<file path="config.mk">
export PLATFORM = sky130hd
export DESIGN_NAME = wdr_sqrt_cell
export DESIGN_NICKNAME = d
export VERILOG_FILES = /design/src/hdl/wdr_pkg.sv /design/src/hdl/wdr_sqrt_cell.sv
export SDC_FILE = /design/constraint.sdc
export NUM_CORES = 1
export LEC_CHECK = 0
export ABC_AREA = 1
export BUFFER_PORTS_ARGS = -buffer_cell sky130_fd_sc_hd__buf_2
export CELL_PAD_IN_SITES_DETAIL_PLACEMENT = 1
export CELL_PAD_IN_SITES_GLOBAL_PLACEMENT = 1
export CORE_ASPECT_RATIO = 1.5
export CORE_MARGIN = 1
export CORE_UTILIZATION = 37
export DETAILED_ROUTE_END_ITERATION = 10
export PLACE_DENSITY_LB_ADDON = 0.15
export SLEW_MARGIN = 5
export SYNTH_ARGS = -nofsm -noshare
export SYNTH_HDL_FRONTEND = slang
export SYNTH_SLANG_ARGS = --single-unit
</file>
<file path="constraint.sdc">
create_clock -name clk -period 0.9 [get_ports clk]
set_clock_uncertainty 0.1 [all_clocks]
set_input_delay 0.135 -clock clk [delete_from_list [all_inputs] [get_ports clk]]
set_output_delay 0.135 -clock clk [all_outputs]
set_load 0.01 [all_outputs]
</file>
<file path="src/hdl/wdr_pkg.sv">
// Shared types and constants for the weighted distance ranker.
`timescale 1ns / 1ps
package wdr_pkg;

    localparam int MAX_ENTRIES  = 64;
    localparam int MAX_FEATURES = 8;
    localparam int IDX_W        = $clog2(MAX_ENTRIES);
    localparam int CNT_W        = IDX_W + 1;
    localparam int FEAT_W       = 16;
    localparam int WGT_W        = 16;
    localparam int NF_W         = 4;
    localparam int CFG_IDX_W    = 2;
    localparam int CFG_DATA_W   = 64;
    localparam int ROW_W        = MAX_FEATURES * FEAT_W;
    localparam int DIST_W       = 27;
    localparam int MAG_W        = 16;
    localparam int PROD_W       = WGT_W + MAG_W;
    localparam int Q_W          = PROD_W - 8;
    localparam int SQR_W        = 2 * Q_W;
    localparam int SUM_W        = SQR_W + 3;
    localparam int RAD_W        = SUM_W + 1;
    localparam int ROOT_W       = RAD_W / 2;
    localparam int REM_W        = ROOT_W + 3;
    localparam int SQRT_STAGES  = RAD_W / 2;

    typedef enum logic [CFG_IDX_W-1:0] {
        CFG_NUM_FEATURES = 2'd0,
        CFG_WEIGHTS_LOW  = 2'd1,
        CFG_WEIGHTS_HIGH = 2'd2
    } cfg_index_t;

    typedef enum logic {
        CMD_ADD   = 1'b0,
        CMD_QUERY = 1'b1
    } cmd_t;

    typedef enum logic {
        KIND_RANK   = 1'b0,
        KIND_REJECT = 1'b1
    } kind_t;

    typedef enum logic [2:0] {
        ST_IDLE,
        ST_SCAN,
        ST_SORT,
        ST_EMIT,
        ST_REJECT
    } state_t;

    typedef struct packed {
        logic               command;
        logic signed [15:0] feature_0;
        logic signed [15:0] feature_1;
        logic signed [15:0] feature_2;
        logic signed [15:0] feature_3;
        logic signed [15:0] feature_4;
        logic signed [15:0] feature_5;
        logic signed [15:0] feature_6;
        logic signed [15:0] feature_7;
    } in_t;

    typedef struct packed {
        logic        kind;
        logic [5:0]  entry_index;
        logic [26:0] distance;
        logic        last;
    } out_t;

    typedef struct packed {
        logic             valid;
        logic [IDX_W-1:0] idx;
        logic [SUM_W-1:0] sum;
    } sum_item_t;

    typedef struct packed {
        logic              valid;
        logic [IDX_W-1:0]  idx;
        logic [RAD_W-1:0]  rad;
        logic [REM_W-1:0]  rem;
        logic [ROOT_W-1:0] root;
    } root_t;

    typedef struct packed {
        logic              valid;
        logic [DIST_W-1:0] metric;
        logic [IDX_W-1:0]  idx;
    } sort_item_t;

    typedef struct packed {
        logic clear;
        logic ins;
        logic shift;
    } sort_ctl_t;

endpackage

</file>
<file path="src/hdl/wdr_sqrt_cell.sv">
// One stage of the pipelined integer square root: two radicand bits per stage.
`timescale 1ns / 1ps
module wdr_sqrt_cell
    import wdr_pkg::*;
(
    input  logic  clk,
    input  logic  rst_n,
    input  root_t in_s,
    output root_t out_s
);

    logic [REM_W-1:0] rem_sh;
    logic [REM_W-1:0] trial;
    root_t            nxt;

    always_comb
    begin
        rem_sh    = {in_s.rem[REM_W-3:0], in_s.rad[RAD_W-1 -: 2]};
        trial     = {1'b0, in_s.root, 2'b01};
        nxt.valid = in_s.valid;
        nxt.idx   = in_s.idx;
        nxt.rad   = {in_s.rad[RAD_W-3:0], 2'b00};
        if (rem_sh >= trial)
        begin
            nxt.rem  = rem_sh - trial;
            nxt.root = {in_s.root[ROOT_W-2:0], 1'b1};
        end
        else
        begin
            nxt.rem  = rem_sh;
            nxt.root = {in_s.root[ROOT_W-2:0], 1'b0};
        end
    end

    always_ff @(posedge clk or negedge rst_n)
    begin
        if (!rst_n)
        begin
            out_s <= '0;
        end
        else
        begin
            out_s <= nxt;
        end
    end

endmodule

</file>
==> metrics.md, run 1 <==
| Metric | Value |
|---|---|
| Synthesized-area fraction occupied by adder cells | `6.286%` |
| Clock root cell | `clkbuf_16` |
| Yosys cell types | `26` |
| I/O Pins | `230` |
| Stop stage | `global routing (5_1_grt)` |
| Synth Cell Area | `5573 sq um` |
| Synth top area cells | `dfrtp_1, nand2_1, inv_1, ha_1, nand3_1` |
| Placed cell count | `1193` |
| Compound-cell area share of the yosys netlist | `1.751%` |
| Post-Synthesis Cells | `693` |
| Initial antenna violation count | `5` |
| H-tree depth | `3` |
| Area fraction of the dominant cell type after synthesis | `50.29%` |
| Status | `stopped before the end` |
| DIE HEIGHT | `152.3 um` |
| Rows | `54` |
| Post-place setup slack | `-1.091 ns` |
| Synth warnings | `0` |
| Total GRT Usage | `86.37%` |
| Mux cell area share after synthesis | `0%` |
| Initial Utilization | `38.01%` |
| Die extent in x | `102.2 um` |
| Clock sink count | `112` |
| Post-synthesis xor/xnor area fraction | `2.200%` |
| Pin count of the biggest net entering global routing | `50` |
| Post-synthesis simple-gate area fraction | `28.60%` |
| Main combinational cell family by area after synthesis | `simple AND/OR/NAND/NOR gates` |
| GRT worst endpoint | `out_s[43]$_DFF_PN0_/D` |
| Port Buffer Count | `225` |
| First Err | `[ERROR GRT-0232] Routing congestion too high. Check the congestion heatmap in the GUI.` |
| Clock buffer count from CTS | `9` |
| Final RePlAce weighted congestion | `0.8937` |
| Biggest area consumer among synthesized cells | `dfrtp_1` |
| DP Wirelength | `16.31 mm` |
| Sequential share of the synthesized area | `50.29%` |
| CTS Buffer Depth | `2` |
| Syn avg cell area | `8.042 sq um` |
| Total gr overflow | `284` |
| #FFs+latches synth | `112` |
| Worst ep type | `register data pin` |
==> per-layer routing <==
metal	track usage, %	GRT overflow
met1	86.19	0
met2	100.9	172
met3	72.06	4
met4	91.70	108
met5	14.72	0
==> synth_stat cells <==
master      n
clkinv_1    1
inv_2       3
nand3_2     1
o21ai_1     1
xnor2_1     1
nand2_8     1
o21ai_0     3
buf_4       3
inv_6       1
a21oi_2     2
nor2_4      3
nand4_1     6
nor3_2      1
nand3_1    32
xor2_1     13
conb_1      1
inv_1     136
a21oi_1    12
nand3b_1    5
nand2_1   262
ha_1       28
nor2_2      7
buf_6       4
nor2_1     32
dfrtp_1   112
nand2_2    22
==> kinds of logic after synthesis <==
logic type | Yosys count
and+or+nand+nor | 372
buffers and inverters | 148
AOI/OAI and AO/OA | 18
xor gates and xnor gates | 14
adders and majority gates | 28
other | 1
DFF | 112
==> through the flow <==
stage	hold WS, ns	cell area [sq um]
2_1_floorplan	-0.2606	6117
3_3_place_gp	-0.1235	8095
3_5_place_dp	-0.1205	8095
4_1_cts	0.003287	10030
==> timing repair <==
action | in CTS
hold endpoints to repair | 209
gates resized for setup | 119
setup buffers | 23
hold buffers | 98
cloned | 2
pin swaps | 71
setup endpoints to repair | 142
==> run 2, diff against run 1 <==
--- a/config.mk
+++ b/config.mk
@@ -7,11 +7,8 @@
 export LEC_CHECK = 0
 export ABC_AREA = 1
 export BUFFER_PORTS_ARGS = -buffer_cell sky130_fd_sc_hd__buf_2
-export CELL_PAD_IN_SITES_DETAIL_PLACEMENT = 1
-export CELL_PAD_IN_SITES_GLOBAL_PLACEMENT = 1
-export CORE_ASPECT_RATIO = 1.5
 export CORE_MARGIN = 1
-export CORE_UTILIZATION = 37
+export CORE_UTILIZATION = 35
 export DETAILED_ROUTE_END_ITERATION = 10
 export PLACE_DENSITY_LB_ADDON = 0.15
 export SLEW_MARGIN = 5
==> run 2 against run 1 <==
  * The flow now finishes, with violations (negative setup slack)
  * Synthesized area unchanged
  * Synthesized cell count unchanged
==> metrics.md, run 2 <==
| Metric | Value |
|---|---|
| Status | `finished with violations` |
| Failing checks | `negative setup slack` |
| Via count | `5744` |
| Syn avg cell area | `8.042 sq um (unchanged)` |
| Design Area, Final | `10430 sq um` |
| CTS Buffer Depth | `2 (unchanged)` |
| Vias in the first global route | `5916` |
| Clock buffer count from CTS | `9 (unchanged)` |
| Starting DRT DRC Count | `235` |
| Total gr overflow | `0` |
| Commonest cells post-synth | `nand2_1, inv_1, dfrtp_1, nand3_1, nor2_1` |
| Final-layout fill cell count | `1242` |
| Initial antenna violation count | `0` |
| Clock transition at path regs | `0.08 ns` |
| Clock sink count | `112 (unchanged)` |
| Clk pwr share | `28.3%` |
| Total GRT Usage | `23.73%` |
| Main synth FF type | `dfrtp_1` |
| P per Cell Area | `1407 nW/um^2` |
| Core area | `15370 sq um` |
| #FFs+latches synth | `112 (unchanged)` |
| Crit path required time | `1.06 ns` |
| Ys async rst share | `100.0% (unchanged)` |
| Synth top area cells | `dfrtp_1, nand2_1, inv_1, ha_1, nand3_1` |
| Shortest period the worst path allows | `1.439 ns` |
| Pin count of the biggest net entering global routing | `44` |
| Worst Setup End Kind | `flip-flop` |
| Antenna Violating Nets Remaining | `0` |
| Largest regs | `out_s (112)` |
| Sequential share of the synthesized area | `50.29% (unchanged)` |
| # diodes | `0` |
| Clock root cell | `clkbuf_16` |
| Sequential Power Share | `38.2%` |
| Synth warnings | `0 (unchanged)` |
| DP Wirelength | `13.04 mm (-20%)` |
| Biggest area consumer among synthesized cells | `dfrtp_1` |
| Via density | `4.283` |
| Hold/Removal Path Class | `in -> reg` |
| Static Leak | `5.509 nW` |
| EDFF count, synth | `0 (unchanged)` |
| Met1 WL | `8.100 mm` |
| Met3 Wirelength | `1.043 mm` |
| Yosys cell types | `26 (unchanged)` |
| Final setup fails | `142` |
| Initial Utilization | `36.26% (-1.8 points)` |
| Final RePlAce weighted congestion | `0.8681 (-2.9%)` |
| RSZ-0062 raised after global routing | `yes` |
| CP startpoint kind | `input pin` |
| First-pass GRT wire length | `29.89 mm` |
| Sw Ratio | `32.20%` |
| WL met2 | `9.578 mm` |
| Critical path class | `in -> reg` |
| Layout cells sized above 1 | `45.75%` |
| Port Buffer Count | `225 (unchanged)` |
| Max Used Layer | `met4` |
| Rows | `45 (-17%)` |
| Largest register FFs | `112` |
| Largest Register | `out_s` |
| Psw | `0.004726 W` |
| Layout area overhead | `87.11%` |
| Drc violations | `0` |
| Final Max Tran Viols | `0` |
| CP max FO | `6` |
| Area fraction of the dominant cell type after synthesis | `50.29% (unchanged)` |
| Top-count cell post-synth | `nand2_1` |
| Tot Pwr | `0.01467 W` |
| Post-Synthesis Cells | `693 (unchanged)` |
| Final Hold Violating Endpoints | `0` |
| H-tree depth | `3 (unchanged)` |
| Most common cell after layout, fill and taps aside | `nand2_1` |
| Wire per inst | `14.19 um` |
| Die extent in x | `128.2 um (+25%)` |
| DIE HEIGHT | `128.2 um (-16%)` |
| Max cap viols | `0` |
| DR pass1 iterations | `5` |
| P_int | `0.009949 W` |
| I/O Pins | `230 (unchanged)` |
| Post-route setup TNS | `-37.20 ns` |
| CTS tree | `built` |
| Die area | `16430 sq um` |
| Critical Path AT | `1.59 ns` |
| Total Nets Final | `1269` |
| Synth Cell Area | `5573 sq um (unchanged)` |
| Most frequent cells in the layout | `nand2_1, buf_2, dfrtp_1, inv_1, dlygate4sd3_1` |
| Fmax | `695.0 MHz` |
| Period utilisation layout | `159.9%` |
| Cell Area, Placed | `8071 sq um (-0.29%)` |
| Worst vdd ir | `1.016 mV` |
| Combinational Power Share | `33.4%` |
| Worst setup margin | `-0.5389 ns` |
| Drt total wl | `19.04 mm` |
==> run 2: cell counts after synthesis <==
Identical to the previous run, type by type.
==> run 2: stage by stage <==
step | std cells | setup slack, ns | util (%) | hold slack [ns]
6_report | 1341 | -0.5389 | 67.84 | 0.01070
5_1_grt | 1341 | -0.6096 | 67.84 | 0.01305
3_5_place_dp | 1199 | -0.9870 | 52.51 | 0.04627
4_1_cts | 1336 | -0.4742 | 65.52 | 0.005291
2_1_floorplan | 694 | -0.6496 | - | -0.2606
3_3_place_gp | 1199 | -1.015 | 52.51 | 0.05173
==> run 2: layer usage <==
| metal | vias up | GRT usage [%] |
|---|---|---|
| met5 | - | 0 |
| met4 | 0 | 6.920 |
| met3 | 21 | 5.134 |
| met2 | 175 | 41.97 |
| met1 | 2635 | 28.81 |
| li1 | 2913 | - |
==> run 2: timing repair <==
item | in CTS | in global routing
gates resized for setup | 121 | 75
pin swaps | 58 | 30
endpoints found under the hold margin | 218 | 0
endpoints found under the setup margin | 142 | 142
buffers inserted | 10 | 5
cloned | 4 | 0
hold buffers | 107 | 0
==> run 2: worst paths after layout <==
check | start | endpoint | depth (start not counted)
max in group asynchronous | rst_n | out_s[81] | 3
setup / recovery | in_s[43] | out_s[47] | 13
hold / removal | in_s[43] | out_s[45] | 4
min in group asynchronous | rst_n | out_s[44] | 3
==> run 2: area by class of cell <==
cell class                      count  area, sq um  share of cell area, %
Timing Repair inverter              1        11.26                 0.1080
Tap cell                          211        264.0                  2.532
Timing Repair Buffer              425         3425                  32.84
Clock inverter                      7        82.58                 0.7919
Inverter                          141        600.6                  5.760
Multi-Input combinational cell    435         3017                  28.93
Sequential cell                   112         2803                  26.88
Clock buffer                        9        225.2                  2.160
==> run 2: cell families after synthesis <==
group	count (synthesis)	share of synthesized area (%)
AOI/OAI and AO/OA	18	1.751
xor gates and xnor gates	14	2.200
adders and majority gates	28	6.287
buffers and inverters	148	10.80
DFF	112	50.29
other	1	0.06729
and+or+nand+nor	372	28.60
==> run 2: worst max-delay path, cell delays in order <==
cell and delay [ns]:
buf_2 0.12, ha_4 0.24, nand2_4 0.10, nor2_4 0.05, nand2_2 0.08, nor2_4 0.04, nand2_2 0.06, nand3_2 0.08
nor2_4 0.25, nand2_8 0.14, buf_12 0.17, nand3_4 0.07, nand2_1 0.05
==> run 2: power groups by stage <==
stage               combinational, W  clock, W  sequential [W]
detailed placement           0.00378         0         0.00566
global placement             0.00375         0         0.00567
floorplan                    0.00181         0         0.00592
global route                 0.00535   0.00449         0.00566
CTS                          0.00461   0.00431         0.00559
finish                       0.00490   0.00416         0.00561
No activity file was read; power rests on OpenSTA's default activity.
==> run 3, diff against run 2 <==
--- a/config.mk
+++ b/config.mk
@@ -7,6 +7,8 @@
 export LEC_CHECK = 0
 export ABC_AREA = 1
 export BUFFER_PORTS_ARGS = -buffer_cell sky130_fd_sc_hd__buf_2
+export CELL_PAD_IN_SITES_DETAIL_PLACEMENT = 0
+export CELL_PAD_IN_SITES_GLOBAL_PLACEMENT = 1
 export CORE_MARGIN = 1
 export CORE_UTILIZATION = 35
 export DETAILED_ROUTE_END_ITERATION = 10
==> run 3 against run 2 <==
  * The flow still finishes with violations (negative setup slack)
  * Worst setup slack worse by 0.029 ns
  * Sequential power hardly changed
  * Via count is 1.7% higher
  * Clock power is 2% lower
  * Non-clock buffer count is 17 higher
  * Utilization is 0.37 points lower
  * Total power is 0.63% lower
  * Wire length is 8.5% higher
  * Count of clock-buffer cells in the layout is 1 higher
  * Final cell count is 1.1% higher
  * Critical path type unchanged
  * Largest cell class unchanged
  * Largest power group unchanged
==> metrics.md, run 3 (synthesis gave the netlist of run 2 again) <==
| Metric | Value |
|---|---|
| Sw Ratio | `32.18% (about the same)` |
| CTS tree | `built` |
| Layout cells sized above 1 | `47.07% (+1.3 points)` |
| Worst setup margin | `-0.5674 ns (-0.02853 ns)` |
| Post-route setup TNS | `-38.77 ns (-1.566 ns)` |
| Hold path depth | `4 (unchanged)` |
| Placed cell count | `1212 (+1.1%)` |
| Via count | `5841 (+1.7%)` |
| Static Leak | `5.570 nW (+1.1%)` |
| Total Nets Final | `1284 (+1.2%)` |
| DIE HEIGHT | `128.2 um (unchanged)` |
| Via density | `4.308 (+0.56%)` |
| CP max FO | `28 (+22)` |
| Hold/Removal Path Class | `in -> reg` |
| Max cap viols | `0 (unchanged)` |
| Total gr overflow | `0 (unchanged)` |
| Failing checks | `negative setup slack` |
| Final RePlAce weighted congestion | `0.8579 (-1.2%)` |
| Clk pwr share | `28.0% (-0.3 points)` |
| Shortest period the worst path allows | `1.467 ns (+0.02853 ns)` |
| Clock root cell | `clkbuf_16` |
| H-tree depth | `3 (unchanged)` |
| P per Cell Area | `1406 nW/um^2 (about the same)` |
| Most frequent cells in the layout | `nand2_1, buf_2, dfrtp_1, buf_4, inv_1` |
| RSZ-0062 raised after global routing | `yes` |
| Layout area overhead | `86.08%` |
| Cell Area, Placed | `8157 sq um (+1.1%)` |
| Wire per inst | `15.24 um (+7.3%)` |
| Sequential Power Share | `38.5% (+0.3 points)` |
| Total GRT Usage | `24.50% (+0.78 points)` |
| Starting DRT DRC Count | `190 (-19%)` |
| Worst Setup End Kind | `flip-flop` |
| Critical path class | `in -> reg` |
| Final-layout fill cell count | `1303 (+4.9%)` |
| Largest register FFs | `112 (unchanged)` |
| Critical Path AT | `1.62 ns (+0.03 ns)` |
| Vias in the first global route | `5954 (+0.64%)` |
| Psw | `0.004692 W (-0.71%)` |
| Die area | `16430 sq um (unchanged)` |
| Drc violations | `0 (unchanged)` |
| DR pass1 iterations | `4 (-1)` |
| Drt total wl | `20.66 mm (+8.5%)` |
| Largest Register | `out_s` |
| Period utilisation layout | `163.0% (+3.2 points)` |
| I/O Pins | `230 (unchanged)` |
| Worst vdd ir | `0.9497 mV (-6.5%)` |
| Status | `finished with violations` |
| Design Area, Final | `10370 sq um (-0.55%)` |
| Combinational Power Share | `33.5% (about the same)` |
| Final Max Tran Viols | `0 (unchanged)` |
| Core area | `15370 sq um (unchanged)` |
| CP startpoint kind | `input pin` |
| Crit path required time | `1.06 ns (about the same)` |
| First-pass GRT wire length | `30.48 mm (+2.0%)` |
| Initial antenna violation count | `0 (unchanged)` |
| Rows | `45 (unchanged)` |
| Clock transition at path regs | `0.09 ns (about the same)` |
| Fmax | `681.5 MHz (-1.9%)` |
| Die extent in x | `128.2 um (unchanged)` |
| Tot Pwr | `0.01458 W (-0.63%)` |
| Port Buffer Count | `225 (unchanged)` |
| CTS Buffer Depth | `2 (unchanged)` |
| Clock buffer count from CTS | `9 (unchanged)` |
| Most common cell after layout, fill and taps aside | `nand2_1` |
| DP Wirelength | `14.24 mm (+9.2%)` |
| Pin count of the biggest net entering global routing | `49 (+11%)` |
| Antenna Violating Nets Remaining | `0 (unchanged)` |
| Non-filler cells, final | `1356 (+1.1%)` |
| P_int | `0.009890 W (-0.59%)` |
| Largest regs | `out_s (112)` |
| Final setup fails | `142 (unchanged)` |
| Initial Utilization | `36.26% (unchanged)` |
| Hold Path End | `out_s[30]` |
| Hold Startpoint | `in_s[28]` |
| # diodes | `0 (unchanged)` |
| Final Hold Violating Endpoints | `0 (unchanged)` |
| Clock sink count | `112 (unchanged)` |
run 3: cell types whose count changed in the layout (fill, tap and decap cells not counted), sizes merged:
| cell | before | now |
|---|---|---|
| inv | 146 | 142 |
| dlygate4sd3 | 107 | 101 |
| buf | 318 | 341 |
| clkbuf | 9 | 10 |
| nand2 | 286 | 285 |
| clkinv | 2 | 4 |
run 3: stage by stage:
| stage | setup slack (ns) | hold slack [ns] | util, % |
|---|---|---|---|
| 5_1_grt | -0.6417 | 0.008809 | 67.46 |
| 4_1_cts | -0.5305 | 0.003367 | 65.20 |
| 3_3_place_gp | -1.007 | -0.08881 | 53.06 |
| 6_report | -0.5674 | 0.003264 | 67.46 |
| 3_5_place_dp | -1.030 | -0.08220 | 53.06 |
| 2_1_floorplan | -0.6496 | -0.2606 | - |
run 3: power groups by stage:
stage / clock (W) / sequential (W) / combinational, W
final: 0.00408 / 0.00562 / 0.00489
after floorplan: 0 / 0.00592 / 0.00181
after CTS: 0.00409 / 0.00559 / 0.00461
after detailed placement: 0 / 0.00566 / 0.00385
after global routing: 0.00437 / 0.00565 / 0.00533
after global placement: 0 / 0.00566 / 0.00382
run 3: worst max-delay path, cell delays in order:
cell and delay [ns]:
buf_2 0.09, inv_2 0.04, ha_4 0.30, nand2_4 0.07, nor2_4 0.18, nand2_2 0.08
clkinv_1 0.06, nand2_2 0.06, nand2_4 0.08, nand2_4 0.07, nand2_8 0.09, buf_12 0.14
inv_16 0.07, nand2_1 0.07, nand2_1 0.06
run 3: cell type report:
| cell class | instances | area, sq um | share of cell area [%] |
|---|---|---|---|
| timing repair buffer | 442 | 3483 | 33.59 |
| multi-input combinational | 434 | 2937 | 28.32 |
| sequential | 112 | 2803 | 27.03 |
| inverter | 141 | 590.6 | 5.695 |
| tap | 211 | 264.0 | 2.546 |
| clock buffer | 10 | 229.0 | 2.208 |
| clock inverter | 6 | 63.81 | 0.6154 |
run 3: how the worst max path moves through the flow:
| stage | startpoint | cells past startpoint | endpoint |
|---|---|---|---|
| final | in_s[7] | 15 | out_s[33] |
| after floorplan | in_s[8] | 14 | out_s[48] |
| after CTS | in_s[14] | 15 | out_s[50] |
| after detailed placement | in_s[24] | 12 | out_s[34] |
| after global placement | in_s[24] | 12 | out_s[46] |
| after global routing | in_s[11] | 13 | out_s[47] |
run 3: repair_timing:
action	CTS	global route
resized for setup	100	71
pin swaps	56	20
setup endpoints to repair	142	142
hold buffers	100	1
gates cloned	1	0
buffers inserted	17	9
endpoints found under the hold margin	211	1
run 3: routing by layer:
metal  vias to the layer above  GRT usage [%]  routed length, um
met2                       170          43.66              10500
met3                        29          5.843               1202
met4                         0          6.920                471
li1                       2941              -                  -
met5                         -              0                  0
met1                      2701          29.22               8484
