===== config.mk =====
export PLATFORM = sky130hd
export DESIGN_NAME = wdr_sort_cell
export DESIGN_NICKNAME = d
export VERILOG_FILES = /design/src/hdl/wdr_pkg.sv /design/src/hdl/wdr_sort_cell.sv
export SDC_FILE = /design/constraint.sdc
export NUM_CORES = 1
export LEC_CHECK = 0
export ABC_AREA = 1
export BUFFER_PORTS_ARGS = -buffer_cell sky130_fd_sc_hd__clkbuf_2
export CORE_AREA = 2 2 85 87
export DETAILED_ROUTE_END_ITERATION = 16
export DIE_AREA = 0 0 87 89
export GPL_ROUTABILITY_DRIVEN = 0
export PLACE_DENSITY = 0.74
export SLEW_MARGIN = 10
export SYNTH_ARGS = -nofsm -noshare
export SYNTH_HDL_FRONTEND = slang
export SYNTH_SLANG_ARGS = --single-unit

===== constraint.sdc =====
create_clock -name clk -period 2.9 [get_ports clk]
set_input_delay 0.58 -clock clk [delete_from_list [all_inputs] [get_ports clk]]
set_output_delay 0.58 -clock clk [all_outputs]
set_load 0.03 [all_outputs]

===== src/hdl/wdr_pkg.sv =====
// Shared types and constants for the weighted distance ranker.
`timescale 1ns / 1ps
package wdr_pkg;

    localparam int MAX_ENTRIES  = 64;
    localparam int MAX_FEATURES = 8;
    localparam int IDX_W        = $clog2(MAX_ENTRIES);
    localparam int CNT_W        = IDX_W + 1;
    localparam int FEAT_W       = 16;
    localparam int WGT_W        = 16;
    localparam int NF_W         = 4;
    localparam int CFG_IDX_W    = 2;
    localparam int CFG_DATA_W   = 64;
    localparam int ROW_W        = MAX_FEATURES * FEAT_W;
    localparam int DIST_W       = 27;
    localparam int MAG_W        = 16;
    localparam int PROD_W       = WGT_W + MAG_W;
    localparam int Q_W          = PROD_W - 8;
    localparam int SQR_W        = 2 * Q_W;
    localparam int SUM_W        = SQR_W + 3;
    localparam int RAD_W        = SUM_W + 1;
    localparam int ROOT_W       = RAD_W / 2;
    localparam int REM_W        = ROOT_W + 3;
    localparam int SQRT_STAGES  = RAD_W / 2;

    typedef enum logic [CFG_IDX_W-1:0] {
        CFG_NUM_FEATURES = 2'd0,
        CFG_WEIGHTS_LOW  = 2'd1,
        CFG_WEIGHTS_HIGH = 2'd2
    } cfg_index_t;

    typedef enum logic {
        CMD_ADD   = 1'b0,
        CMD_QUERY = 1'b1
    } cmd_t;

    typedef enum logic {
        KIND_RANK   = 1'b0,
        KIND_REJECT = 1'b1
    } kind_t;

    typedef enum logic [2:0] {
        ST_IDLE,
        ST_SCAN,
        ST_SORT,
        ST_EMIT,
        ST_REJECT
    } state_t;

    typedef struct packed {
        logic               command;
        logic signed [15:0] feature_0;
        logic signed [15:0] feature_1;
        logic signed [15:0] feature_2;
        logic signed [15:0] feature_3;
        logic signed [15:0] feature_4;
        logic signed [15:0] feature_5;
        logic signed [15:0] feature_6;
        logic signed [15:0] feature_7;
    } in_t;

    typedef struct packed {
        logic        kind;
        logic [5:0]  entry_index;
        logic [26:0] distance;
        logic        last;
    } out_t;

    typedef struct packed {
        logic             valid;
        logic [IDX_W-1:0] idx;
        logic [SUM_W-1:0] sum;
    } sum_item_t;

    typedef struct packed {
        logic              valid;
        logic [IDX_W-1:0]  idx;
        logic [RAD_W-1:0]  rad;
        logic [REM_W-1:0]  rem;
        logic [ROOT_W-1:0] root;
    } root_t;

    typedef struct packed {
        logic              valid;
        logic [DIST_W-1:0] metric;
        logic [IDX_W-1:0]  idx;
    } sort_item_t;

    typedef struct packed {
        logic clear;
        logic ins;
        logic shift;
    } sort_ctl_t;

endpackage


===== src/hdl/wdr_sort_cell.sv =====
// Insertion sorter cell: keeps one ranked entry, shifts toward the head on emit.
`timescale 1ns / 1ps
module wdr_sort_cell
    import wdr_pkg::*;
(
    input  logic       clk,
    input  logic       rst_n,
    input  sort_ctl_t  ctl,
    input  sort_item_t new_item,
    input  sort_item_t prev_item,
    input  logic       prev_lt,
    input  sort_item_t next_item,
    output sort_item_t held,
    output logic       lt
);

    sort_item_t held_reg;
    sort_item_t held_next;

    // empty cells sort after everything; ties keep the older (lower index) entry
    assign lt = !held_reg.valid || (new_item.metric < held_reg.metric);

    always_comb
    begin
        held_next = held_reg;
        priority if (ctl.clear)
        begin
            held_next = '0;
        end
        else if (ctl.shift)
        begin
            held_next = next_item;
        end
        else if (ctl.ins && lt)
        begin
            held_next = prev_lt ? prev_item : new_item;
        end
    end

    always_ff @(posedge clk or negedge rst_n)
    begin
        if (!rst_n)
        begin
            held_reg <= '0;
        end
        else
        begin
            held_reg <= held_next;
        end
    end

    assign held = held_reg;

endmodule


# Word level (Yosys, flattened, before mapping)
# Cells that the tools add are included.
[word_totals]
input_bits = 108
regBits = 34
wordCells = 12
output_inout_bits = 35
[classes]
muxes = 4
n_reduce_logical = 4
order_cmp = 1
[op_table]
columns = ["operator", "count"]
rows = [
  ["$mux 34", 4],
  ["$lt 27x27->1", 1],
  ["$reduce_bool 3->1", 1],
  ["$logic_and 1x1->1", 1],
  ["$logic_not 1->1", 1],
  ["$logic_or 1x1->1", 1],
]

# Depth between registers and ports, before layout
# Gate-level depths: netlist of run 1.
[logic_depth]
depth_word = 6
depth_mapped = 16
ltp_nobuf = 15

# Least setup slack after synthesis of run 1
# No wires, ideal clock.
[synth_timing]
path_type = "register to output"
startpoint = "register held_reg (netlist bit held[32])"
endpoint = "output lt"
t_arrival_ns = 1.537
required_time_ns = 2.320
stages_incl_launch_ff = 11
n_path_buf = 0
slack_ns = 0.783
path_cell_list = "dfrtp_1 inv_1 ha_1 nand2_1 nor2_1 and2_1 nand2_1 nor2_1 nand2_1 nand2_2 nand2_4"
[synth_between]
elab_chain_len = 2
[synth_lines]
columns = ["item", "line_no", "source"]
rows = [
  ["start: declaration", "wdr_sort_cell.sv:17", "sort_item_t held_reg;"],
  ["start signal: assignment", "wdr_sort_cell.sv:48", "held_reg <= held_next;"],
  ["$lt 27x27->1", "wdr_sort_cell.sv:21", "assign lt = !held_reg.valid || (new_item.metric < held_reg.metric);"],
  ["$logic_or 1x1->1", "wdr_sort_cell.sv:21", ""],
  ["end: declaration", "wdr_sort_cell.sv:14", "output logic lt"],
]
# No other way between the ends.

# Worst setup path in the final report of run 1
[layout_timing]
startpoint = "register held_reg (netlist bit held[30])"
endpoint = "output lt"
# The elaborated chain is that of the path after synthesis.

==> summary.txt, run 1 <==
Initial antenna violation count -> 0
Worst Skew -> 0.00642 ns
Clock transition at path regs -> 0.07 ns
Initial Utilization -> 0.426
Post-Layout Cell Count -> 601
Post-CTS setup buffer count -> 0
Type of the most critical hold path -> in2async
CP Max Fanout -> 3
Cell Rows -> 30
Worst hold slack -> 0.408 ns
Synth warn -> 0
Max Slew Vio Count -> 0
DRT iter0 DRCs -> 94
DR DRC count -> 0
Worst EP arrival -> 1.92 ns
Routed len/inst -> 13.8 µm
Post-Syn Instances -> 390
Fmax -> 400 MHz
Boundary pin count -> 143
Dpl cells -> 593
Outcome -> finished clean
Post-Synthesis Cell Area -> 2860 µm²
Post-DP HPWL -> 6.22 mm
Global-route usage over all layers -> 0.219
RSZ-0062 raised after global routing -> no
Yosys reg bits -> 34
Grt total ovfl -> 0
Sw Ratio -> 0.372
Required @ worst endpoint -> 2.32 ns
Pwr dens -> 393 nW/µm²
Post-Syn Area per Cell -> 7.34 µm²
Dominant cells by area after synthesis -> dfrtp_1, nand2_1, nand3_1
Root Buffer -> clkbuf_8
Number of distinct library cells after synthesis -> 20
VDD IR-drop max -> 0.170 mV
Vias in the first global route -> 3009
R2R Setup Slk -> 0.64 ns
Post-cts resize count -> 0
Final Hold Viols -> 0
Flop pwr share -> 0.383
Setup WS post-layout -> 0.399 ns
Layout cells sized above 1 -> 0.303
Final setup TNS -> 0 ns
CP endpoint kind -> primary output
Yosys top cell area share -> 0.297
Routed via count -> 3093
Syn Nets -> 524
Number of CTS-inserted buffers -> 5
Maximum buffer depth of the clock tree -> 2
Hold_buf cts -> 0
Switching power -> 0.538 mW
Port-buffer cells -> 142
# setup viols final -> 0
Tightest Pin Transition -> 0.920 ns
CTS tree -> done
Area Growth Syn to Fin -> 28.6%
Clock Latency Late Sink -> 0.28 ns
Layout Nets -> 654
Clock Power Share -> 0.250
Pre-CTS worst setup slack -> 0.358 ns
Routed Antenna Nets -> 0
Critical Path Start Type -> flop
Core area -> 6720 µm²
Register area share after synthesis -> 0.297
Crit share post-route -> 0.863
Die area -> 7740 µm²
Crit Path Category -> reg2out
Internal -> 0.907 mW
Max FFs per register -> 34
Min Tclk post-route -> 2.50 ns
Final WL -> 8.32 mm
Relative slew slack -> 0.386
Vias/cell -> 5.15
Fin util -> 0.548
Maxcap violations -> 0
Leakage -> 2.14 nW
Ant. Diodes -> 0
CTS Sinks -> 34
Floorplan die height -> 89 µm
Die Span X -> 87 µm
Area leader, netlist -> dfrtp_1
First-pass iteration count of the detailed router -> 4
H-tree depth -> 2
Logic pwr share -> 0.367
First-pass GRT wire length -> 13.4 mm
Largest net degree at the start of global routing -> 36
layout by cell type, fill, tap and decap left out:
master    synthesis  layout
clkbuf_2          0     142
mux2i_1          33      33
clkbuf_8          0       6
nand2_4           2       2
nand3_1          71      71
ha_1             26      26
buf_12            0       1
a21o_1            3       3
inv_1            35      35
dfrtp_1          34      34
o21ai_0          34      34
nor2_4            1       1
nor2_1           12      12
buf_4             3       3
and2_1            2       2
nand2_8           1       1
nand2_1         102     102
a21oi_1           9       9
clkinv_2          0       1
clkbuf_1         12       1
nand2_2           1       1
clkinv_1          1       1
final timing paths:
kind                                       from              endpoint  depth (start not counted)
max                        held[30]$_DFFE_PN0P_                    lt                         10
min                                       rst_n  held[19]$_DFFE_PN0P_                          1
max reg2reg                held[32]$_DFFE_PN0P_  held[22]$_DFFE_PN0P_                         14
min reg2reg                 held[2]$_DFFE_PN0P_   held[2]$_DFFE_PN0P_                          2
max in group asynchronous                 rst_n   held[1]$_DFFE_PN0P_                          1
min in group clk            held[2]$_DFFE_PN0P_   held[2]$_DFFE_PN0P_                          2
through the flow:
stage	area [µm²]	total power, mW
after global placement	3590	1.08
after global routing	3680	1.55
final	3680	1.45
after CTS	3680	1.46
after floorplan	2860	0.899
after detailed placement	3590	1.10
per-layer routing:
metal  global-route usage  vias up  wire length (µm)
li1                     -     1554                 -
met1                0.262     1427              3640
met2                0.394       99              4090
met3               0.0342       13               443
met4               0.0881        0               146
met5                    0        -                 0
power by group through the flow:
stage / Sequential (mW) / Combinational (mW) / Clock, mW
2_1_floorplan: 0.642 / 0.256 / 0
3_3_place_gp: 0.561 / 0.522 / 0
3_5_place_dp: 0.563 / 0.535 / 0
4_1_cts: 0.554 / 0.537 / 0.371
5_1_grt: 0.559 / 0.596 / 0.395
6_report: 0.554 / 0.530 / 0.362
synthesized netlist by cell type:
cell	instances
clkinv_1	1
nor2_1	12
ha_1	26
nand3_1	71
and2_1	2
inv_1	35
buf_2	5
nand2_2	1
a21o_1	3
o21ai_0	34
nand2_1	102
buf_4	3
buf_6	3
nand2_4	2
nor2_4	1
mux2i_1	33
nand2_8	1
dfrtp_1	34
clkbuf_1	12
a21oi_1	9
worst max-delay path: stages (launching register included):
cell,delay [ns]
dfrtp_1,0.38
inv_1,0.05
ha_1,0.29
a21oi_1,0.20
nor2_1,0.06
nor2_1,0.08
nand2_1,0.05
a21oi_1,0.15
nand2_2,0.08
nand2_4,0.09
clkbuf_2,0.21
logic make-up (layout without fill, tap and decap cells):
family,Yosys count,in the layout,synth area share
buffers and inverters,59,190,0.0914
flip-flops,34,34,0.297
adder cells (fa/ha/maj),26,26,0.114
AND/OR/NAND/NOR,192,192,0.299
multiplexers,33,33,0.115
AO/OA/AOI/OAI,46,46,0.0831
area by class of cell:
| cell class | instances | area, µm² |
|---|---|---|
| multi-input cells | 297 | 1750 |
| fillers | 681 | 3040 |
| repair buffers | 146 | 753 |
| well taps | 80 | 100 |
| clock inverters | 1 | 5.00 |
| flip-flops and latches | 34 | 851 |
| clock buffers | 7 | 86.3 |
| inverters | 36 | 135 |
Power figures use the tool's default switching activity.
==> inputs of run 2 (changes only) <==
==> constraint.sdc (replaced) <==
create_clock -name clk -period 2.35 [get_ports clk]
set_input_delay 0.47 -clock clk [delete_from_list [all_inputs] [get_ports clk]]
set_output_delay 0.47 -clock clk [all_outputs]
set_load 0.03 [all_outputs]
==> run 2 against run 1 <==
  * Sequential power grew 23%
  * Clock skew up 0.0019 ns
  * Global-route usage up 0.32 points
  * Cell count rose by 2.5%
  * Critical endpoint unchanged
  * Total power rose by 30%
  * Highest routed layer unchanged
  * Design area rose by 7.5%
==> summary.txt, run 2 (same netlist as run 1, synthesis figures left out) <==
Leakage -> 2.24 nW (was 2.14 nW)
Global-route usage over all layers -> 0.222 (was 0.219)
Initial antenna violation count -> 0 (unchanged)
Cell Rows -> 30 (unchanged)
Area Growth Syn to Fin -> 38.2% (was 28.6%)
Post-DP HPWL -> 6.26 mm (was 6.22 mm)
Layout Nets -> 669 (was 654)
Tot Pwr -> 1.88 mW (was 1.45 mW)
# fillers -> 627 (was 681)
Die area -> 7740 µm² (unchanged)
Root Buffer -> clkbuf_8 (unchanged)
Initial Utilization -> 0.426 (unchanged)
Setup WS post-layout -> 0.106 ns (was 0.399 ns)
Clock Latency Late Sink -> 0.28 ns (about the same)
Vias/cell -> 5.10 (was 5.15)
First-pass iteration count of the detailed router -> 4 (unchanged)
Ant. Diodes -> 0 (unchanged)
Commonest cells after routing, fill and taps aside -> clkbuf_2, nand2_1, nand3_1, o21ai_0, dfrtp_1 (was clkbuf_2, nand2_1, nand3_1, inv_1)
Die Span X -> 87 µm (unchanged)
Final Hold Viols -> 0 (unchanged)
Relative slew slack -> 0.361 (was 0.386)
Worst Skew -> 0.00832 ns (was 0.00642 ns)
CP endpoint kind -> primary output (unchanged)
Commonest non-fill, non-tap cell in the layout -> clkbuf_2 (unchanged)
Layout cells sized above 1 -> 0.369 (was 0.303)
Min Tclk post-route -> 2.24 ns
Worst EP arrival -> 1.77 ns (was 1.92 ns)
Required @ worst endpoint -> 1.88 ns (was 2.32 ns)
Max Slew Vio Count -> 0 (unchanged)
H-tree depth -> 2 (unchanged)
Reg2Reg Launch Point -> held[32]$_DFFE_PN0P_ (unchanged)
Fmax -> 446 MHz
CP Max Fanout -> 2 (was 3)
R2R Setup Slk -> 0.22 ns (was 0.64 ns)
Multi-input logic area -> 1900 µm² (was 1750 µm²)
Crit share post-route -> 0.955
Pwr dens -> 476 nW/µm² (was 393 nW/µm²)
Largest net degree at the start of global routing -> 36 (unchanged)
CTS Sinks -> 34 (unchanged)
# setup viols final -> 0 (unchanged)
Reg area -> 851 µm² (unchanged)
R2r worst-path depth -> 15 (was 14)
Routed Antenna Nets -> 0 (unchanged)
Pre-CTS worst setup slack -> 0.0465 ns (was 0.358 ns)
Final WL -> 8.85 mm (was 8.32 mm)
Routed len/inst -> 14.4 µm (was 13.8 µm)
Port-buffer cells -> 142 (unchanged)
DR DRC count -> 0 (unchanged)
CTS tree -> done (unchanged)
Vias in the first global route -> 3023 (was 3009)
Critical Path Start Type -> flop (unchanged)
Number of CTS-inserted buffers -> 5 (unchanged)
Outcome -> finished clean (unchanged)
Max FFs per register -> 34 (unchanged)
Floorplan die height -> 89 µm (unchanged)
Core area -> 6720 µm² (unchanged)
DRT iter0 DRCs -> 115 (was 94)
Maxcap violations -> 0 (unchanged)
Type of the most critical hold path -> in2async (unchanged)
First-pass GRT wire length -> 13.8 mm (was 13.4 mm)
Worst R2R End -> held[7]$_DFFE_PN0P_ (was held[22]$_DFFE_PN0P_)
Clock transition at path regs -> 0.07 ns (about the same)
Crit Path Category -> reg2out (unchanged)
Maximum buffer depth of the clock tree -> 2 (unchanged)
VDD IR-drop max -> 0.248 mV (was 0.170 mV)
Boundary pin count -> 143 (unchanged)
Grt total ovfl -> 0 (unchanged)
Routed via count -> 3140 (was 3093)
Tightest Pin Transition -> 0.957 ns (was 0.920 ns)
## run 2: cell count changes in the layout (fill, tap and decap cells not counted), sizes merged
cell    delta
buf       +16
clkbuf     -1
## run 2: repair_timing
item                       4_1_cts  5_1_grt
pin swaps                        4       10
setup endpoints to repair        1        1
buffers inserted                 4        8
hold buffers                     0        0
gates resized for setup          4       25
## run 2: through the flow
stage	utilization	hold slack, ns	instance area (µm²)	instances	setup TNS [ns]
2_1_floorplan	-	0.174	2860	390	0
3_3_place_gp	0.537	0.492	3610	596	0
3_5_place_dp	0.537	0.498	3610	596	0
4_1_cts	0.561	0.338	3770	608	0
5_1_grt	0.589	0.376	3960	616	-0.0159
6_report	0.589	0.304	3960	616	0
## run 2: area by class of cell
class,instances,share of cell area
clock buffer,7,0.0218
sequential,34,0.215
timing repair buffer,161,0.221
tap,80,0.0253
clock inverter,1,0.00127
inverter,36,0.0342
multi-input combinational,297,0.481
## run 2: worst max path at each step
stage                    startpoint              endpoint  slack (ns)
2_1_floorplan  held[32]$_DFFE_PN0P_  held[33]$_DFFE_PN0P_        0.28
5_1_grt        held[32]$_DFFE_PN0P_                    lt       -0.02
4_1_cts        held[30]$_DFFE_PN0P_                    lt       0.007
3_5_place_dp           new_item[32]                    lt        0.05
6_report       held[32]$_DFFE_PN0P_                    lt        0.11
3_3_place_gp           new_item[32]                    lt        0.07
## run 2: worst max-delay path: stages (launching register included)
cell and delay [ns]:
dfrtp_1 0.35, inv_1 0.07, ha_4 0.27, nand2_2 0.07, nor2_4 0.11, and2_4 0.15
nand2_2 0.04, nor2_1 0.09, nand2_1 0.07, nand2_2 0.07, nand2_4 0.05, buf_8 0.13
## run 2: per-layer routing
metal | global-route usage | part of all wire | vias to the layer above
met1 | 0.269 | 0.41 | 1451
met2 | 0.408 | 0.53 | 104
li1 | - | - | 1577
met4 | 0.0611 | 0.010 | 0
met3 | 0.0360 | 0.053 | 8
met5 | 0 | 0 | -
## run 2: where the power goes
part	internal, mW	leakage, nW	switching, mW	total, mW
Combinational	0.304	1.75	0.447	0.750
Sequential	0.638	0.442	0.0430	0.681
Clock	0.237	0.0482	0.213	0.450
==> inputs of run 3 (changes only) <==
--- a/config.mk
+++ b/config.mk
@@ -11,7 +11,9 @@
 export DETAILED_ROUTE_END_ITERATION = 16
 export DIE_AREA = 0 0 87 89
 export GPL_ROUTABILITY_DRIVEN = 0
+export HOLD_SLACK_MARGIN = 0.1
 export PLACE_DENSITY = 0.74
+export RECOVER_POWER = 25
 export SLEW_MARGIN = 10
 export SYNTH_ARGS = -nofsm -noshare
 export SYNTH_HDL_FRONTEND = slang
==> run 3 against run 2 <==
  * The flow now finishes with violations (max-capacitance violations, max-slew violations)
  * Count of clock-buffer cells in the layout did not move
  * Total power barely moved
  * Sequential power about the same
  * Largest cell class unchanged
  * Largest power group unchanged
==> summary.txt, run 3 (same netlist as run 1, synthesis figures left out) <==
DR DRC count -> 0 (unchanged)
Worst EP arrival -> 1.77 ns (about the same)
Routed Antenna Nets -> 0 (unchanged)
Commonest non-fill, non-tap cell in the layout -> clkbuf_2 (unchanged)
Final Hold Viols -> 0 (unchanged)
Violated checks -> max-capacitance violations, max-slew violations
Type of the most critical hold path -> reg2reg (was in2async)
Port-buffer cells -> 142 (unchanged)
Die Span X -> 87 µm (unchanged)
Commonest cells after routing, fill and taps aside -> clkbuf_2, nand2_1, nand3_1, o21ai_0, dfrtp_1 (unchanged)
Fmax -> 446 MHz (about the same)
Ant. Diodes -> 0 (unchanged)
Tightest Pin Transition -> 1.91 ns (was 0.957 ns)
Required @ worst endpoint -> 1.88 ns (about the same)
Number of CTS-inserted buffers -> 5 (unchanged)
Initial antenna violation count -> 0 (unchanged)
Vias/cell -> 5.10 (unchanged)
Boundary pin count -> 143 (unchanged)
# fillers -> 628 (was 627)
Sw Ratio -> 0.374 (about the same)
Worst Skew -> 0.00832 ns (unchanged)
Maximum buffer depth of the clock tree -> 2 (unchanged)
Logic pwr share -> 0.399 (about the same)
Largest net degree at the start of global routing -> 36 (unchanged)
Leakage -> 2.23 nW (was 2.24 nW)
CP endpoint kind -> primary output (unchanged)
Internal -> 1.18 mW (about the same)
R2r worst-path depth -> 15 (unchanged)
Floorplan die height -> 89 µm (unchanged)
Hold-critical path depth -> 2
CP Max Fanout -> 2 (unchanged)
Max FFs per register -> 34 (unchanged)
Routed via count -> 3140 (unchanged)
Root Buffer -> clkbuf_8 (unchanged)
Post-DP HPWL -> 6.26 mm (unchanged)
Outcome -> finished with violations (was finished clean)
Final WL -> 8.84 mm (was 8.85 mm)
Relative slew slack -> -0.274 (was 0.361)
Pwr dens -> 476 nW/µm² (about the same)
H-tree depth -> 2 (unchanged)
Grt total ovfl -> 0 (unchanged)
Area Growth Syn to Fin -> 38.2% (about the same)
Reg2Reg Launch Point -> held[32]$_DFFE_PN0P_ (unchanged)
Flop pwr share -> 0.362 (about the same)
Clock Power Share -> 0.239 (about the same)
DRT iter0 DRCs -> 115 (unchanged)
Core area -> 6720 µm² (unchanged)
CTS tree -> done (unchanged)
Routed len/inst -> 14.4 µm (about the same)
First-pass GRT wire length -> 13.8 mm (unchanged)
Cell Rows -> 30 (unchanged)
Layout Nets -> 669 (unchanged)
Crit Path Category -> reg2out (unchanged)
Vias in the first global route -> 3023 (unchanged)
# setup viols final -> 0 (unchanged)
Maxcap violations -> 1 (was 0)
WHS Endpoint -> held[0]$_DFFE_PN0P_
Switching power -> 0.703 mW (about the same)
Critical Path Start Type -> flop (unchanged)
Min Tclk post-route -> 2.24 ns (about the same)
CTS Sinks -> 34 (unchanged)
Tot Pwr -> 1.88 mW (about the same)
First-pass iteration count of the detailed router -> 4 (unchanged)
Hold path startpoint -> held[0]$_DFFE_PN0P_
Initial Utilization -> 0.426 (unchanged)
Die area -> 7740 µm² (unchanged)
Fin util -> 0.588 (was 0.589)
Clock transition at path regs -> 0.07 ns (about the same)
Max Slew Vio Count -> 35 (was 0)
Layout cells sized above 1 -> 0.368 (was 0.369)
Clock Latency Late Sink -> 0.28 ns (about the same)
Global-route usage over all layers -> 0.222 (unchanged)
VDD IR-drop max -> 0.248 mV (about the same)
R2R Setup Slk -> 0.22 ns (about the same)
Worst R2R End -> held[7]$_DFFE_PN0P_ (unchanged)
Crit share post-route -> 0.955 (about the same)
run 3: cell counts in the layout (fill, tap and decap cells not counted):
No cell type changed its count.
run 3: through the flow:
step	hold slack, ns	TNS, ns	cell area, µm²	cells	setup WS (ns)
2_1_floorplan	0.174	0	2860	390	0.284
3_3_place_gp	0.492	0	3610	596	0.0676
3_5_place_dp	0.498	0	3610	596	0.0465
4_1_cts	0.338	0	3770	608	0.00653
5_1_grt	0.542	-0.0159	3950	616	-0.0159
6_report	0.511	0	3950	616	0.106
run 3: cell type report:
| type | count | area [µm²] | share of cell area |
|---|---|---|---|
| Inverter | 36 | 135 | 0.0342 |
| Multi-Input combinational cell | 297 | 1900 | 0.481 |
| Timing Repair Buffer | 161 | 875 | 0.221 |
| Clock inverter | 1 | 5.00 | 0.00127 |
| Tap cell | 80 | 100 | 0.0253 |
| Sequential cell | 34 | 851 | 0.215 |
| Clock buffer | 7 | 86.3 | 0.0218 |
run 3: critical path, stage by stage, from the launching register on:
cell     delay (ns)
dfrtp_1        0.35
inv_1          0.07
ha_4           0.27
nand2_2        0.07
nor2_4         0.11
and2_4         0.15
nand2_2        0.04
nor2_1         0.09
nand2_1        0.07
nand2_2        0.07
nand2_4        0.05
buf_8          0.13
run 3: timing repair:
item,CTS,global route
resized for setup,4,25
buffers inserted,4,8
endpoints found under the setup margin,1,1
hold buffers,0,0
hold endpoints to repair,0,0
pin swaps,4,10
run 3: metal layers:
layer | vias up | global-route usage | wire [µm]
met5 | - | 0 | 0
met4 | 0 | 0.0611 | 90
met3 | 8 | 0.0360 | 471
met2 | 104 | 0.408 | 4660
met1 | 1451 | 0.269 | 3630
li1 | 1577 | - | -
run 3: power groups by stage:
stage	registers, mW	clock network [mW]	logic, mW
after floorplan	0.793	0	0.316
after global placement	0.691	0	0.649
after detailed placement	0.693	0	0.665
after CTS	0.680	0.464	0.688
after global routing	0.687	0.488	0.836
final	0.681	0.450	0.750
run 3: worst max-delay path by stage:
stage                               from              endpoint  slack, ns  cells after the start
global placement            new_item[32]                    lt       0.07                     11
global route        held[32]$_DFFE_PN0P_                    lt      -0.02                     11
floorplan           held[32]$_DFFE_PN0P_  held[33]$_DFFE_PN0P_       0.28                     15
CTS                 held[30]$_DFFE_PN0P_                    lt      0.007                     11
finish              held[32]$_DFFE_PN0P_                    lt       0.11                     11
detailed placement          new_item[32]                    lt       0.05                     11
